### src/sv/xsfb_pkg.sv
// ----------------------------------------------------------------------------
// XOR sprite frame buffer package
// Shared constants, codes, types and a helper function of the frame buffer.
// ----------------------------------------------------------------------------
package xsfb_pkg;

  localparam int unsigned MaxPixels     = 8192;
  localparam int unsigned MaxSpriteRows = 16;
  localparam int unsigned AddrW         = $clog2(MaxPixels);
  localparam int unsigned PixIdxW       = 13;

  typedef enum logic [1:0] {
    OP_CLEAR = 2'd0,
    OP_DRAW  = 2'd1,
    OP_READ  = 2'd2
  } xsfb_op_e;

  typedef enum logic [1:0] {
    MODE_64X32  = 2'd0,
    MODE_128X64 = 2'd1,
    MODE_64X48  = 2'd2,
    MODE_64X64  = 2'd3
  } xsfb_mode_e;

  typedef enum logic [2:0] {
    ST_SWEEP,
    ST_IDLE,
    ST_DRAW,
    ST_READ,
    ST_FETCH,
    ST_DONE
  } xsfb_state_e;

  typedef struct packed {
    logic [7:0] y;
    logic [3:0] ri;
    logic [6:0] col;
  } xsfb_loc_req_t;

  typedef struct packed {
    logic [AddrW-1:0] addr;
    logic             in_range;
  } xsfb_loc_t;

  typedef struct packed {
    logic             en;
    logic [AddrW-1:0] addr;
    logic             data;
  } xsfb_wr_t;

  // Remainder by three of a five-bit value in four conditional subtractions.
  function automatic logic [1:0] mod3_5b(input logic [4:0] v);
    logic [4:0] r;
    r = v;
    if (r >= 5'd24) r = r - 5'd24;
    if (r >= 5'd12) r = r - 5'd12;
    if (r >= 5'd6)  r = r - 5'd6;
    if (r >= 5'd3)  r = r - 5'd3;
    return r[1:0];
  endfunction

endpackage

### src/sv/xsfb_addr.sv
// ----------------------------------------------------------------------------
// XOR sprite frame buffer address unit
// Wraps the row for the screen height and forms the pixel address.
// ----------------------------------------------------------------------------
module xsfb_addr import xsfb_pkg::*; (
  input  xsfb_mode_e    mode_i,
  input  xsfb_loc_req_t loc_req_i,
  output xsfb_loc_t     loc_o
);

  logic [8:0]         rsum;
  logic [5:0]         row;
  logic [PixIdxW-1:0] idx;

  always_comb begin
    rsum = 9'(loc_req_i.y) + 9'(loc_req_i.ri);
    case (mode_i)
      MODE_64X32:  row = {1'b0, rsum[4:0]};
      MODE_128X64: row = rsum[5:0];
      MODE_64X48:  row = {mod3_5b(rsum[8:4]), rsum[3:0]};
      MODE_64X64:  row = rsum[5:0];
      default:     row = rsum[5:0];
    endcase
    if (mode_i == MODE_128X64) begin
      idx = {row, loc_req_i.col};
    end else begin
      idx = {1'b0, row, loc_req_i.col[5:0]};
    end
    loc_o.addr     = idx[AddrW-1:0];
    loc_o.in_range = ({1'b0, idx} < (PixIdxW + 1)'(MaxPixels));
  end

endmodule

### config.mk
export PLATFORM = sky130hd
export DESIGN_NAME = xsfb_addr
export DESIGN_NICKNAME = d
export VERILOG_FILES = /design/src/sv/xsfb_pkg.sv /design/src/sv/xsfb_addr.sv
export SDC_FILE = /design/constraint.sdc
export NUM_CORES = 1
export LEC_CHECK = 0
export BUFFER_PORTS_ARGS = -buffer_cell sky130_fd_sc_hd__buf_4
export CORE_MARGIN = 5
export CORE_UTILIZATION = 52
export DETAILED_ROUTE_END_ITERATION = 7
export PLACE_DENSITY = 0.82
export SYNTH_ARGS = -nofsm -noshare
export SYNTH_HDL_FRONTEND = slang
export SYNTH_SLANG_ARGS = --single-unit
### constraint.sdc
create_clock -name vclk -period 5.9
set_input_delay 0.59 -clock vclk [all_inputs]
set_output_delay 0.59 -clock vclk [all_outputs]
set_load 0.02 [all_outputs]
==> impl_metrics.toml, run 1 <==
[timing]
fmax_mhz = 178
hold_viol_final = 0
tightest_slew_ns = 0.672
drv_slew = 0
min_period_ns = 5.63
setup_violations = 0
fin_crit_sh = 0.954
rsz0062_at_grt = "false"
slew_headroom = 0.549
layout_setup_ws_ns = 0.270
fin_tns_setup_ns = 0
whs_ns = 1.18

[pwr]
p_per_area_nw_per_um2 = 128
ir_worst_vdd_uv = 66.5
p_leak_uw = 0.000421
power_uw = 131

[route]
dr.first_iter.drc_count = 20
detail-route-antenna-nets = 0
finalWirelength_mm = 2.17
first_pass_iters = 4
vias = 949
post_drt_via_cell_ratio = 6.41
routedWlPerCell_um = 14.7
drc = 0

[floorplan]
rows = 14
start_util = 0.566
core-area_um2 = 1560
die_x_um = 51.2
die_h_um = 51.2
die_area_um2 = 2620
top_level_ports = 35

[place]
pre_cts_ws_ns = 0.218
port_buffers = 22
dpl.hpwl_mm = 1.85
gp_congestion = 0.836
post_dp_cell_area_um2 = 1010

[grt]
grtUsageMet3 = 0.0174
grt_max_degree = 10
antenna_found_initial = 0
grt_pass1_vias = 831
gr-usage-all-layers = 0.164
met1_usage = 0.203
grt_use_met2 = 0.305
gr-total-overflow = 0
busiest_layer = "met2"
grt_pass1_wl_mm = 3.51

[critical_path]
start_kind = "input pin"
cp.required_ns = 5.31
crit_start = "loc_req_i[7]"
critical_path_arrival_ns = 5.04
crit_fanout = 6
critPathKind = "in2out"
crit_path_end = "loc_o[11]"
endpoint_kind = "output port"

[layout]
final_cell_mix = "buf_4, nor2_1, nand2_1"
fillers = 136
finalInstanceArea_um2 = 1020
final_common_cell = "buf_4"
drive_gt1_frac = 0.318
seqCellArea_um2 = 0
final_nets = 164
clockBufferCount = 0
design.seq.count = 0
antenna_cells = 0
synthToLayoutAreaGrowth_pct = 15.6

[synth]
seq_area_frac_synth = 0
synth_fp_nets = 148
syn_area_per_cell_um2 = 7.48
yosysWarnings = 0
synth_cell_types = 47
synth_area_leaders = "ha_1, buf_4, a211oi_2, nor2_1, xnor2_1"
synth_top_area_cell = "ha_1"
synth_top_area_frac = 0.113
synth_area_um2 = 882
syn_inst = 118

[clock_network]
cts_setup_buffers = 0
holdBufCountCts = 0

[hold_path]
hold_path_class = "in2out"

[outcome]
outcome = "finished, final reports clean"

[run]
cap_violations = 0
-- worst min path at each step --
| stage | startpoint | end | slack, ns | depth (start not counted) |
|---|---|---|---|---|
| floorplan | loc_req_i[0] | loc_o[1] | 1.29 | 1 |
| global placement | loc_req_i[1] | loc_o[2] | 1.18 | 0 |
| detailed placement | loc_req_i[1] | loc_o[2] | 1.18 | 0 |
| CTS | loc_req_i[1] | loc_o[2] | 1.18 | 0 |
| global route | loc_req_i[5] | loc_o[6] | 1.18 | 0 |
| finish | loc_req_i[0] | loc_o[1] | 1.18 | 0 |
-- critical path, stage by stage --
cell	delay (ns)
buf_4	0.11
ha_1	0.24
fa_1	0.42
a211oi_2	0.32
or2_4	0.21
nor2_1	0.05
ha_1	0.22
nand2b_1	0.17
o41a_1	0.43
o21ai_0	0.17
ha_1	0.33
nor2_1	0.08
a22oi_2	0.27
mux2i_1	0.32
ha_2	0.30
a2111oi_4	0.05
or4_1	0.50
nand3_1	0.10
buf_4	0.14
-- timing repair --
item,in CTS,in global routing
setup endpoints to repair,0,2
hold endpoints to repair,0,0
resized for setup,0,3
-- synth_stat cells, types with 2 or more instances --
master / instances
mux2i_1: 2
buf_4: 7
a211oi_2: 4
ha_1: 8
inv_1: 6
nand2_1: 8
or4_1: 2
a2111o_1: 2
nand3_1: 5
nor3_1: 3
nand4_1: 2
mux2_2: 3
o21ai_0: 5
xor2_1: 2
a21oi_1: 5
xnor2_1: 5
a22oi_1: 2
o211ai_1: 2
o21ba_2: 2
a211oi_1: 5
nor2_1: 12
-- kinds of logic (layout without fill, tap and decap cells) --
family          Yosys count  after routing  share of synthesized area
xor+xnor                  7              7                     0.0695
simple gates             42             42                      0.252
fa+ha+maj                 9              9                      0.136
mux                       5              5                     0.0610
other cells               1              1                    0.00425
buf+inv                  15             29                      0.102
compound gates           39             39                      0.374
-- layout make-up --
type               count  area (µm²)  area share
inverters              6        22.5      0.0221
multi-input cells    103         805       0.789
well taps             16        20.0      0.0196
repair buffers        23         173       0.169
-- metal layers --
layer / wire length [µm] / up-vias
met2: 1080 / 28
met1: 933 / 443
met4: 27 / 0
met3: 126 / 4
met5: 0 / -
li1: - / 474
-- per-stage QoR --
| step | utilization | instances |
|---|---|---|
| 3_5_place_dp | 0.646 | 148 |
| 6_report | 0.654 | 148 |
| 4_1_cts | 0.646 | 148 |
| 3_3_place_gp | 0.646 | 148 |
| 5_1_grt | 0.654 | 148 |
| 2_1_floorplan | - | 118 |
-- power by group --
part | switching, µW | leakage [µW] | internal (µW)
registers | 0 | 0 | 0
logic | 73.0 | 0.000421 | 58.0
clock network | 0 | 0 | 0
total | 73.0 | 0.000421 | 58.0
(Power assumes the default switching activity.)
==> inputs of run 2 (changes only) <==
CORE_UTILIZATION = 47   (was 52)
PLACE_DENSITY = 0.78   (was 0.82)
clock period = 4.75 ns   (was 5.9 ns; I/O delays follow)
==> run 2 against run 1 <==
  * The run now ends with setup timing left
  * First-iteration DRC count increased to 4.4 times the previous value
  * Hold slack got worse by 0.23 ns
  * Non-clock buffer count increased by 35
  * Global-route usage increased by 6.5 points
  * Setup slack got worse by 0.59 ns
  * Largest power group unchanged
  * Highest routed layer unchanged
==> impl_metrics.toml, run 2 (same netlist as run 1, synthesis figures left out) <==
[grt]
gr-usage-all-layers = 0.229
gr-total-overflow = 0
grt_max_degree = 10
grt_pass1_wl_mm = 4.98
grt_pass1_vias = 1140
antenna_found_initial = 0

[timing]
tightest_slew_ns = 0.780
drv_slew = 0
layout_setup_ws_ns = -0.325
fin_crit_sh = 1.07
hold_viol_final = 0
fmax_mhz = 197
rsz0062_at_grt = "true"
whs_ns = 0.950
slew_headroom = 0.476
min_period_ns = 5.07
setup_violations = 2
fin_tns_setup_ns = -0.598

[layout]
final_nets = 199
final_cell_count_no_fill = 192
antenna_cells = 0
design.seq.count = 0
drive_gt1_frac = 0.593
final_common_cell = "buf_4"
final_cell_mix = "buf_4, nand2_1, nor2_1"
fillers = 90
seqCellArea_um2 = 0
final_util = 0.845
clockBufferCount = 0
multi_input_area_um2 = 976
synthToLayoutAreaGrowth_pct = 69.1

[floorplan]
start_util = 0.500
die_x_um = 53.3
top_level_ports = 35
core-area_um2 = 1760
die_h_um = 53.3
die_area_um2 = 2840
rows = 15

[place]
port_buffers = 22
pre_cts_ws_ns = -0.133
dpl.cell_count = 174
dpl.hpwl_mm = 2.12
gp_congestion = 0.852

[critical_path]
crit_chain = "buf_6 -> ha_4 -> fa_2 -> a211oi_2 -> or2_4 -> nor2_4 -> ha_4 -> xnor2_4 -> and3_4 -> nor2_4 -> inv_2 -> ha_4 -> or4_1 -> o211ai_1 -> mux2i_2 -> ha_2 -> buf_6 -> a2111oi_4 -> o22ai_2 -> a211oi_2 -> buf_4"
slowest_delay_ns = 0.51
crit_fanout = 3
critPathKind = "in2out"
critical_path.most_common_cell = "ha_4"
start_kind = "input pin"
crit_start = "loc_req_i[11]"
endpoint_kind = "output port"
crit_path_end = "loc_o[12]"
slowest_stage = "or4_1"
critical_path_arrival_ns = 4.60
cp.required_ns = 4.28

[route]
dr.first_iter.drc_count = 87
detail-route-antenna-nets = 0
post_drt_via_cell_ratio = 6.53
routedWlPerCell_um = 21.6
drc = 0
first_pass_iters = 4
vias = 1253
finalWirelength_mm = 4.14

[outcome]
outcome = "finished, violations left"
violations = "setup timing"

[hold_path]
hold_path_class = "in2out"

[pwr]
p_per_area_nw_per_um2 = 172
ir_worst_vdd_uv = 127
p_leak_uw = 0.000620

[run]
cap_violations = 0
[run 2: cell types whose count changed in the layout (fill, tap and decap cells not counted), moves of 2 or more]
cell	delta
buf_6	+7
buf_4	+28
xnor2_1	-2
nor2_2	+2
ha_1	-7
nor2_1	-4
nor2_4	+2
ha_4	+6
[run 2: final cells by class]
| class | instances | area share |
|---|---|---|
| Multi-Input combinational cell | 103 | 0.654 |
| Timing Repair Buffer | 58 | 0.310 |
| Tap cell | 25 | 0.0210 |
| Inverter | 6 | 0.0151 |
[run 2: through the flow]
step / power (µW) / area, µm²
finish: 256 / 1490
global route: 270 / 1490
CTS: 212 / 1340
detailed placement: 190 / 1200
global placement: 184 / 1200
floorplan: 130 / 935
[run 2: power by group]
group	internal, µW	switching (µW)	leakage, µW
clock network	0	0	0
registers	0	0	0
logic	126	130	0.000620
total	126	130	0.000620
[run 2: critical path: cells and delay by family]
family	cells	cell delay, ns
adder cells (fa/ha/maj)	5	1.16
AO/OA/AOI/OAI	5	1.12
AND/OR/NAND/NOR	5	1.09
buffers and inverters	4	0.45
multiplexers	1	0.15
XOR/XNOR	1	0.13
[run 2: how the worst min path moves through the flow]
stage          slack [ns]  depth (start not counted)       end          from
2_1_floorplan        1.06                          1  loc_o[1]  loc_req_i[0]
3_3_place_gp         0.95                          0  loc_o[6]  loc_req_i[5]
3_5_place_dp         0.95                          0  loc_o[6]  loc_req_i[5]
4_1_cts              0.95                          0  loc_o[6]  loc_req_i[5]
5_1_grt              0.95                          0  loc_o[2]  loc_req_i[1]
6_report             0.95                          0  loc_o[1]  loc_req_i[0]
[run 2: per-layer routing]
layer / vias to the layer above / wire (µm) / track usage
met5: - / 0 / 0
met4: 0 / 187 / 0.102
met3: 21 / 314 / 0.0141
met2: 87 / 2050 / 0.431
met1: 602 / 1590 / 0.258
li1: 543 / - / -
[run 2: timing repair]
| action | CTS | global route |
|---|---|---|
| resized for setup | 14 | 14 |
| hold buffers | 0 | 0 |
| pin swaps | 16 | 16 |
| setup endpoints to repair | 2 | 2 |
| setup buffers | 12 | 9 |
| gates cloned | 0 | 0 |
