**src/sv/xsfb_pkg.sv**
```systemverilog
// ----------------------------------------------------------------------------
// XOR sprite frame buffer package
// Shared constants, codes, types and a helper function of the frame buffer.
// ----------------------------------------------------------------------------
package xsfb_pkg;

  localparam int unsigned MaxPixels     = 8192;
  localparam int unsigned MaxSpriteRows = 16;
  localparam int unsigned AddrW         = $clog2(MaxPixels);
  localparam int unsigned PixIdxW       = 13;

  typedef enum logic [1:0] {
    OP_CLEAR = 2'd0,
    OP_DRAW  = 2'd1,
    OP_READ  = 2'd2
  } xsfb_op_e;

  typedef enum logic [1:0] {
    MODE_64X32  = 2'd0,
    MODE_128X64 = 2'd1,
    MODE_64X48  = 2'd2,
    MODE_64X64  = 2'd3
  } xsfb_mode_e;

  typedef enum logic [2:0] {
    ST_SWEEP,
    ST_IDLE,
    ST_DRAW,
    ST_READ,
    ST_FETCH,
    ST_DONE
  } xsfb_state_e;

  typedef struct packed {
    logic [7:0] y;
    logic [3:0] ri;
    logic [6:0] col;
  } xsfb_loc_req_t;

  typedef struct packed {
    logic [AddrW-1:0] addr;
    logic             in_range;
  } xsfb_loc_t;

  typedef struct packed {
    logic             en;
    logic [AddrW-1:0] addr;
    logic             data;
  } xsfb_wr_t;

  // Remainder by three of a five-bit value in four conditional subtractions.
  function automatic logic [1:0] mod3_5b(input logic [4:0] v);
    logic [4:0] r;
    r = v;
    if (r >= 5'd24) r = r - 5'd24;
    if (r >= 5'd12) r = r - 5'd12;
    if (r >= 5'd6)  r = r - 5'd6;
    if (r >= 5'd3)  r = r - 5'd3;
    return r[1:0];
  endfunction

endpackage

```
**src/sv/xsfb_if.sv**
```systemverilog
// ----------------------------------------------------------------------------
// XOR sprite frame buffer channels
// Valid/ready channels for the request and the response of the frame buffer.
// ----------------------------------------------------------------------------
interface xsfb_req_if;
  logic       valid;
  logic       ready;
  logic [1:0] operation;
  logic [7:0] x_pos;
  logic [7:0] y_pos;
  logic [3:0] row_index;
  logic [7:0] sprite_row;

  modport source (output valid, operation, x_pos, y_pos, row_index, sprite_row,
                  input ready);
  modport sink (input valid, operation, x_pos, y_pos, row_index, sprite_row,
                output ready);
endinterface

interface xsfb_rsp_if;
  logic valid;
  logic ready;
  logic collision;
  logic pixel_value;

  modport source (output valid, collision, pixel_value, input ready);
  modport sink (input valid, collision, pixel_value, output ready);
endinterface

```
**src/sv/xsfb_seq.sv**
```systemverilog
// ----------------------------------------------------------------------------
// XOR sprite frame buffer sequencer
// Steps each request through the clear sweep, the pixel read-modify-write or read, and the result.
// ----------------------------------------------------------------------------
module xsfb_seq import xsfb_pkg::*; (
  input  logic                clk_i,
  input  logic                rst_ni,
  input  xsfb_mode_e          mode_i,
  xsfb_req_if.sink            req_i,
  xsfb_rsp_if.source          rsp_o,
  output xsfb_loc_req_t       loc_req_o,
  input  xsfb_loc_t           loc_i,
  output xsfb_wr_t            wr_o,
  output logic [AddrW-1:0]    raddr_o,
  input  logic                rdata_i
);

  xsfb_state_e      state_q, state_d;
  logic [3:0]       cnt_q, cnt_d;
  logic [AddrW-1:0] clr_cnt_q, clr_cnt_d;
  logic             clr_rsp_q, clr_rsp_d;
  logic             coll_q, coll_d;
  logic             prev_ok_q, prev_ok_d;
  logic             out_valid_q, out_valid_d;
  logic             out_coll_q, out_coll_d;
  logic             out_pv_q, out_pv_d;
  logic [1:0]       op_q;
  logic [7:0]       y_q;
  logic [3:0]       ri_q;
  logic [7:0]       bits_q, bits_d;
  logic [6:0]       col_q, col_d;
  logic [AddrW-1:0] prev_addr_q, prev_addr_d;
  logic             prev_sbit_q, prev_sbit_d;
  logic             pv_q, pv_d;
  logic             req_fire;
  logic             ri_ok;
  logic             sweep_last;
  logic             out_free;
  logic [6:0]       col_init;
  logic [6:0]       col_inc;

  assign req_i.ready = (state_q == ST_IDLE);
  assign req_fire    = req_i.valid && req_i.ready;
  assign ri_ok       = (int'(req_i.row_index) < MaxSpriteRows);
  assign sweep_last  = (clr_cnt_q == AddrW'(MaxPixels - 1));
  assign out_free    = !out_valid_q || rsp_o.ready;

  assign col_init = (mode_i == MODE_128X64) ? req_i.x_pos[6:0] : {1'b0, req_i.x_pos[5:0]};
  assign col_inc  = (mode_i == MODE_128X64) ? col_q + 7'd1 : {1'b0, col_q[5:0] + 6'd1};

  assign loc_req_o.y   = y_q;
  assign loc_req_o.ri  = ri_q;
  assign loc_req_o.col = col_q;

  always_comb begin
    state_d = state_q;
    case (state_q)
      ST_SWEEP: begin
        if (sweep_last) state_d = clr_rsp_q ? ST_DONE : ST_IDLE;
      end
      ST_IDLE: begin
        if (req_fire) begin
          case (req_i.operation)
            OP_CLEAR: state_d = ST_SWEEP;
            OP_DRAW:  state_d = ri_ok ? ST_DRAW : ST_DONE;
            OP_READ:  state_d = ST_READ;
            default:  state_d = ST_DONE;
          endcase
        end
      end
      ST_DRAW: begin
        if (cnt_q == 4'd8) state_d = ST_DONE;
      end
      ST_READ:  state_d = ST_FETCH;
      ST_FETCH: state_d = ST_DONE;
      ST_DONE: begin
        if (out_free) state_d = ST_IDLE;
      end
      default: state_d = ST_IDLE;
    endcase
  end

  always_comb begin
    cnt_d       = cnt_q;
    clr_cnt_d   = clr_cnt_q;
    clr_rsp_d   = clr_rsp_q;
    coll_d      = coll_q;
    prev_ok_d   = prev_ok_q;
    prev_addr_d = prev_addr_q;
    prev_sbit_d = prev_sbit_q;
    bits_d      = bits_q;
    col_d       = col_q;
    pv_d        = pv_q;
    out_valid_d = out_valid_q && !rsp_o.ready;
    out_coll_d  = out_coll_q;
    out_pv_d    = out_pv_q;
    wr_o.en     = 1'b0;
    wr_o.addr   = prev_addr_q;
    wr_o.data   = rdata_i ^ prev_sbit_q;
    raddr_o     = loc_i.addr;
    case (state_q)
      ST_SWEEP: begin
        wr_o.en   = 1'b1;
        wr_o.addr = clr_cnt_q;
        wr_o.data = 1'b0;
        clr_cnt_d = sweep_last ? '0 : clr_cnt_q + AddrW'(1);
      end
      ST_IDLE: begin
        if (req_fire) begin
          cnt_d     = '0;
          prev_ok_d = 1'b0;
          pv_d      = 1'b0;
          bits_d    = req_i.sprite_row;
          col_d     = col_init;
          clr_rsp_d = (req_i.operation == OP_CLEAR);
          if (req_i.operation == OP_DRAW && ri_ok && req_i.row_index == '0) begin
            coll_d = 1'b0;
          end
        end
      end
      ST_DRAW: begin
        wr_o.en     = prev_ok_q;
        prev_addr_d = loc_i.addr;
        prev_ok_d   = loc_i.in_range && (cnt_q != 4'd8);
        prev_sbit_d = bits_q[7];
        bits_d      = {bits_q[6:0], 1'b0};
        col_d       = col_inc;
        cnt_d       = cnt_q + 4'd1;
        if (prev_ok_q && rdata_i && prev_sbit_q) coll_d = 1'b1;
      end
      ST_READ: begin
        prev_ok_d = loc_i.in_range;
      end
      ST_FETCH: begin
        pv_d = prev_ok_q && rdata_i;
      end
      ST_DONE: begin
        if (out_free) begin
          out_valid_d = 1'b1;
          out_coll_d  = coll_q;
          out_pv_d    = pv_q;
        end
      end
      default: ;
    endcase
  end

  always_ff @(posedge clk_i or negedge rst_ni) begin
    if (!rst_ni) begin
      state_q     <= ST_SWEEP;
      cnt_q       <= '0;
      clr_cnt_q   <= '0;
      clr_rsp_q   <= 1'b0;
      coll_q      <= 1'b0;
      prev_ok_q   <= 1'b0;
      out_valid_q <= 1'b0;
    end else begin
      state_q     <= state_d;
      cnt_q       <= cnt_d;
      clr_cnt_q   <= clr_cnt_d;
      clr_rsp_q   <= clr_rsp_d;
      coll_q      <= coll_d;
      prev_ok_q   <= prev_ok_d;
      out_valid_q <= out_valid_d;
    end
  end

  always_ff @(posedge clk_i) begin
    if (req_fire) begin
      op_q <= req_i.operation;
      y_q  <= req_i.y_pos;
      ri_q <= (req_i.operation == OP_READ) ? 4'd0 : req_i.row_index;
    end
    bits_q      <= bits_d;
    col_q       <= col_d;
    prev_addr_q <= prev_addr_d;
    prev_sbit_q <= prev_sbit_d;
    pv_q        <= pv_d;
    out_coll_q  <= out_coll_d;
    out_pv_q    <= out_pv_d;
  end

  assign rsp_o.valid       = out_valid_q;
  assign rsp_o.collision   = out_coll_q;
  assign rsp_o.pixel_value = out_pv_q;

`ifndef SYNTHESIS
  a_no_write_idle: assert property (@(posedge clk_i) disable iff (!rst_ni)
    (state_q == ST_IDLE) |-> !wr_o.en)
    else $error("frame buffer written while idle");

  a_row0_clears: assert property (@(posedge clk_i) disable iff (!rst_ni)
    (req_fire && req_i.operation == OP_DRAW && req_i.row_index == 4'd0) |=> !coll_q)
    else $error("collision flag not cleared by sprite row zero");

  a_draw_count: assert property (@(posedge clk_i) disable iff (!rst_ni)
    (state_q == ST_DRAW) |-> (cnt_q <= 4'd8))
    else $error("draw step count out of range");

  a_done_loads: assert property (@(posedge clk_i) disable iff (!rst_ni)
    (state_q == ST_DONE && out_free) |=> (out_valid_q && state_q == ST_IDLE))
    else $error("result not loaded on completion");

  a_op_held: assert property (@(posedge clk_i) disable iff (!rst_ni)
    (state_q == ST_DRAW) |-> (op_q == OP_DRAW))
    else $error("draw sequence running for another operation");
`endif

endmodule

```
**src/flat_wrapper.sv**
```systemverilog
// flat-port wrapper written by rule: the top's interface ports become plain ports
module xsfb_seq_flat import xsfb_pkg::*;
  (clk_i, rst_ni, mode_i, loc_req_o, loc_i, wr_o, raddr_o, rdata_i, req_i_valid, req_i_operation, req_i_x_pos, req_i_y_pos, req_i_row_index, req_i_sprite_row, req_i_ready, rsp_o_valid, rsp_o_collision, rsp_o_pixel_value, rsp_o_ready);
  xsfb_req_if req_i_i ();
  xsfb_rsp_if rsp_o_i ();
  input  logic clk_i;
  input  logic rst_ni;
  input  xsfb_mode_e mode_i;
  output xsfb_loc_req_t loc_req_o;
  input  xsfb_loc_t loc_i;
  output xsfb_wr_t wr_o;
  output logic [AddrW-1:0] raddr_o;
  input  logic rdata_i;
  input wire logic [$bits(req_i_i.valid)-1:0] req_i_valid;
  input wire logic [$bits(req_i_i.operation)-1:0] req_i_operation;
  input wire logic [$bits(req_i_i.x_pos)-1:0] req_i_x_pos;
  input wire logic [$bits(req_i_i.y_pos)-1:0] req_i_y_pos;
  input wire logic [$bits(req_i_i.row_index)-1:0] req_i_row_index;
  input wire logic [$bits(req_i_i.sprite_row)-1:0] req_i_sprite_row;
  output wire logic [$bits(req_i_i.ready)-1:0] req_i_ready;
  output wire logic [$bits(rsp_o_i.valid)-1:0] rsp_o_valid;
  output wire logic [$bits(rsp_o_i.collision)-1:0] rsp_o_collision;
  output wire logic [$bits(rsp_o_i.pixel_value)-1:0] rsp_o_pixel_value;
  input wire logic [$bits(rsp_o_i.ready)-1:0] rsp_o_ready;
  assign req_i_i.valid = req_i_valid;
  assign req_i_i.operation = req_i_operation;
  assign req_i_i.x_pos = req_i_x_pos;
  assign req_i_i.y_pos = req_i_y_pos;
  assign req_i_i.row_index = req_i_row_index;
  assign req_i_i.sprite_row = req_i_sprite_row;
  assign req_i_ready = req_i_i.ready;
  assign rsp_o_valid = rsp_o_i.valid;
  assign rsp_o_collision = rsp_o_i.collision;
  assign rsp_o_pixel_value = rsp_o_i.pixel_value;
  assign rsp_o_i.ready = rsp_o_ready;
  xsfb_seq u_core (.clk_i(clk_i), .rst_ni(rst_ni), .mode_i(mode_i), .req_i(req_i_i), .rsp_o(rsp_o_i), .loc_req_o(loc_req_o), .loc_i(loc_i), .wr_o(wr_o), .raddr_o(raddr_o), .rdata_i(rdata_i));
endmodule
```
**config.mk**
```make
export PLATFORM = sky130hd
export DESIGN_NAME = xsfb_seq_flat
export DESIGN_NICKNAME = d
export VERILOG_FILES = /design/src/sv/xsfb_pkg.sv /design/src/sv/xsfb_if.sv /design/src/sv/xsfb_seq.sv /design/src/flat_wrapper.sv
export SDC_FILE = /design/constraint.sdc
export NUM_CORES = 1
export LEC_CHECK = 0
export BUFFER_PORTS_ARGS = -buffer_cell sky130_fd_sc_hd__buf_2
export CORE_MARGIN = 10
export CORE_UTILIZATION = 46
export CTS_CLUSTER_DIAMETER = 60
export DETAILED_ROUTE_END_ITERATION = 7
export PLACE_DENSITY = 0.77
export SLEW_MARGIN = 20
export SYNTH_ARGS = -nofsm -noshare
export SYNTH_HDL_FRONTEND = slang
export SYNTH_SLANG_ARGS = --single-unit
```
**constraint.sdc**
```tcl
create_clock -name clk_i -period 1.7 [get_ports clk_i]
set_input_delay 0.085 -clock clk_i [delete_from_list [all_inputs] [get_ports clk_i]]
set_output_delay 0.085 -clock clk_i [all_outputs]
set_load 0.05 [all_outputs]
```
==> reports/qor.csv <==
stage,metric,value,unit
outcome,status,finished with violations,
detailed_routing,drtIter0Drc,112,
clock_tree,cts_root_buf,clkbuf_8,
detailed_routing,wirelength,8450,um
timing,setup_viol,13,
hold_path,worstHoldPathType,in2reg,
global_route,grt_start_max_net_pins,25,
placement,port-buffer-count,100,
global_route,grt-ovfl-total,0,
logic_synthesis,ys.flop_type,edfxtp_1,
die,core,6830,sq um
cells_and_area,stdcell_count,535,
timing,worstMarginPinSlew,0.555,ns
die,pin_count,102,
placement,dp_slack,0.0498,ns
setup_path,cp-start-kind,register,
timing,setup_slack,-0.0619,ns
cells_and_area,nets,493,
timing,whs,0.00776,ns
logic_synthesis,synth.avg_cell_area,11.0,sq um
detailed_routing,drc,0,
placement,gp_congestion,0.844,
clock_tree,cts_made_buffers,9,
logic_synthesis,ys_seq_elements,68,
timing,hold_viol,0,
detailed_routing,highest_layer,met4,
detailed_routing,wl_met2,4250,um
setup_path,worst-path-max-fanout,8,
clock_tree,cts_num_sinks,68,
placement,placed_cell_area,3860,sq um
global_route,antenna_found_initial,0,
die,initial_core_util,0.477,
power,leakagePower,2.08,nW
die,num_rows,30,
cells_and_area,fillCellCount,523,
cells_and_area,num_antenna_cells,0,
logic_synthesis,synth_area,3260,sq um
run,cap_violations,0,
die,die-height,104,um
global_route,grt_use_total,0.150,
detailed_routing,route.layer.met1.wl,3490,um
detailed_routing,wl_per_cell,15.8,um
timing,finClkSkew,0.00952,ns
die,die_area,10800,sq um
logic_synthesis,synth_cell_types,41,
timing,period_share,1.04,
timing,rsz0062_at_grt,true,
cells_and_area,final_layout_size_suffix_gt1_frac,0.403,
placement,dpl.cell_count,482,
clock_tree,ctsHtreeMaxLevel,3,
setup_path,crit_required,1.62,ns
setup_path,end_kind,output port,
logic_synthesis,netlist_instances,297,
timing,fin_crit,1.76,ns
clock_tree,cts_buffer_depth,2,
detailed_routing,wl_met3,456,um
setup_path,path_class,reg2out,
cells_and_area,fin_util,0.686,
logic_synthesis,yosysSeqAreaShare,0.590,
detailed_routing,num_vias,2666,
clock_tree,cts_tree,built,
logic_synthesis,synth_edf_count,44,
outcome,violations,setup timing,
die,die_x,104,um
timing,setup_tns,-0.556,ns
logic_synthesis,ys_warn_count,0,
timing,max_freq,568,MHz
detailed_routing,via_per_inst,4.98,
setup_path,reg2reg_setup_slack,0.01,ns
setup_path,crit_arrival,1.68,ns
detailed_routing,postRouteAntennaNets,0,
timing,slew_violations,0,
clock_tree,clk_latency,0.34,ns
global_route,grt_pass1_wl,13200,um
detailed_routing,drt_pass1_iterations,8,
timing,slew_headroom,0.630,
global_route,grt_pass1_vias,2707,
logic_synthesis,synthArstFlopShare,0.353,
power,peakVddDrop,0.000833,V
cells_and_area,area_delta_synth_final,44.0,%
cells_and_area,fin_area,4690,sq um
clock_tree,cts.clk_slew.worst_paths,0.08,ns
logic_synthesis,syn_nets,356,
power,p_total,7.99,mW
placement,dp_hpwl,5610,um
power,cellPowerDensity,1700,nW/um^2
[power by group]
group          leakage [nW]  switching [mW]  internal (mW)
sequential            0.722           0.253           2.24
clock                 0.113           0.615          0.859
combinational          1.25            2.50           1.51
total                  2.08            3.37           4.61
[sequential cells by signal, summed over array words and instances, names as in the netlist, 3 cells and up]
| signal | flops |
|---|---|
| u_core.col_q | 7 |
| u_core.y_q | 8 |
| u_core.bits_q | 8 |
| u_core.prev_addr_q | 13 |
| u_core.clr_cnt_q | 13 |
| u_core.state_q | 3 |
| u_core.ri_q | 4 |
| u_core.cnt_q | 4 |
[synth_stat cells, drive strengths merged (3+ instances only)]
cell | number | area (sq um)
nand2 | 80 | 300
ha | 8 | 100
nor2b | 8 | 50.1
xor2 | 6 | 52.6
xnor2 | 9 | 78.8
and2 | 3 | 18.8
or3 | 4 | 25.0
and4 | 4 | 35.0
clkbuf | 4 | 15.0
o21ai | 16 | 80.1
buf | 20 | 145
nor2 | 14 | 52.6
nor3 | 3 | 25.0
nand3 | 9 | 45.0
inv | 9 | 33.8
a21oi | 5 | 25.0
dfrtp | 24 | 601
edfxtp | 44 | 1320
nand4 | 4 | 25.0
[metal layers]
metal | up-vias | global-route usage
met5 | - | 0
met3 | 19 | 0.0378
met1 | 1272 | 0.173
met4 | 0 | 0.0825
li1 | 1288 | -
met2 | 87 | 0.250
[layout by cell type, fill, tap and decap left out, drive strengths merged, types with 9 or more instances in the layout]
cell type	count
nor2	14
xnor2	9
edfxtp	44
nand3	9
clkbuf	11
o21ai	16
buf	125
nand2	80
dfrtp	24
dlygate4sd3	25
[worst paths after layout]
kind / from / to / cells after the start
worst max-delay path: u_core.state_q[1] / wr_o[9] / 5
worst min-delay path: req_i_sprite_row[7] / u_core.bits_q[7] / 3
worst max register to register: u_core.state_q[1] / u_core.clr_cnt_q[9] / 6
worst min register to register: u_core.bits_q[7] / u_core.prev_sbit_q / 0
max in group asynchronous: rst_ni / u_core.state_q[2] / 2
min in group asynchronous: rst_ni / u_core.clr_cnt_q[4] / 2
[cell type report]
cell class | count | area [sq um] | area share
clock inverter | 5 | 75.1 | 0.0160
sequential | 68 | 1930 | 0.411
multi-input combinational | 196 | 1270 | 0.270
clock buffer | 11 | 141 | 0.0301
tap | 96 | 120 | 0.0256
inverter | 9 | 41.3 | 0.00880
timing repair buffer | 150 | 1120 | 0.239
[timing repair]
item | 4_1_cts | 5_1_grt
hold buffers | 25 | 0
endpoints found under the setup margin | 14 | 43
endpoints found under the hold margin | 48 | 0
pin swaps | 14 | 6
gates cloned | 1 | 0
resized for setup | 46 | 36
setup buffers | 5 | 6
[worst max-delay path: stages (launching register included)]
cell and delay [ns]:
dfrtp_2 0.42, or3_4 0.45, buf_12 0.18, nand2_4 0.08, o21ai_4 0.06, buf_8 0.15
[cell families (layout without fill, tap and decap cells)]
logic type,Yosys count,count (layout),share of synthesized area
AND/OR/NAND/NOR,137,137,0.196
adder cells (fa/ha/maj),8,8,0.0307
AO/OA/AOI/OAI,34,34,0.0765
flip-flops,68,68,0.590
buffers and inverters,33,175,0.0596
multiplexers,2,2,0.00692
XOR/XNOR,15,15,0.0404
No activity file was read; power rests on OpenSTA's default activity.
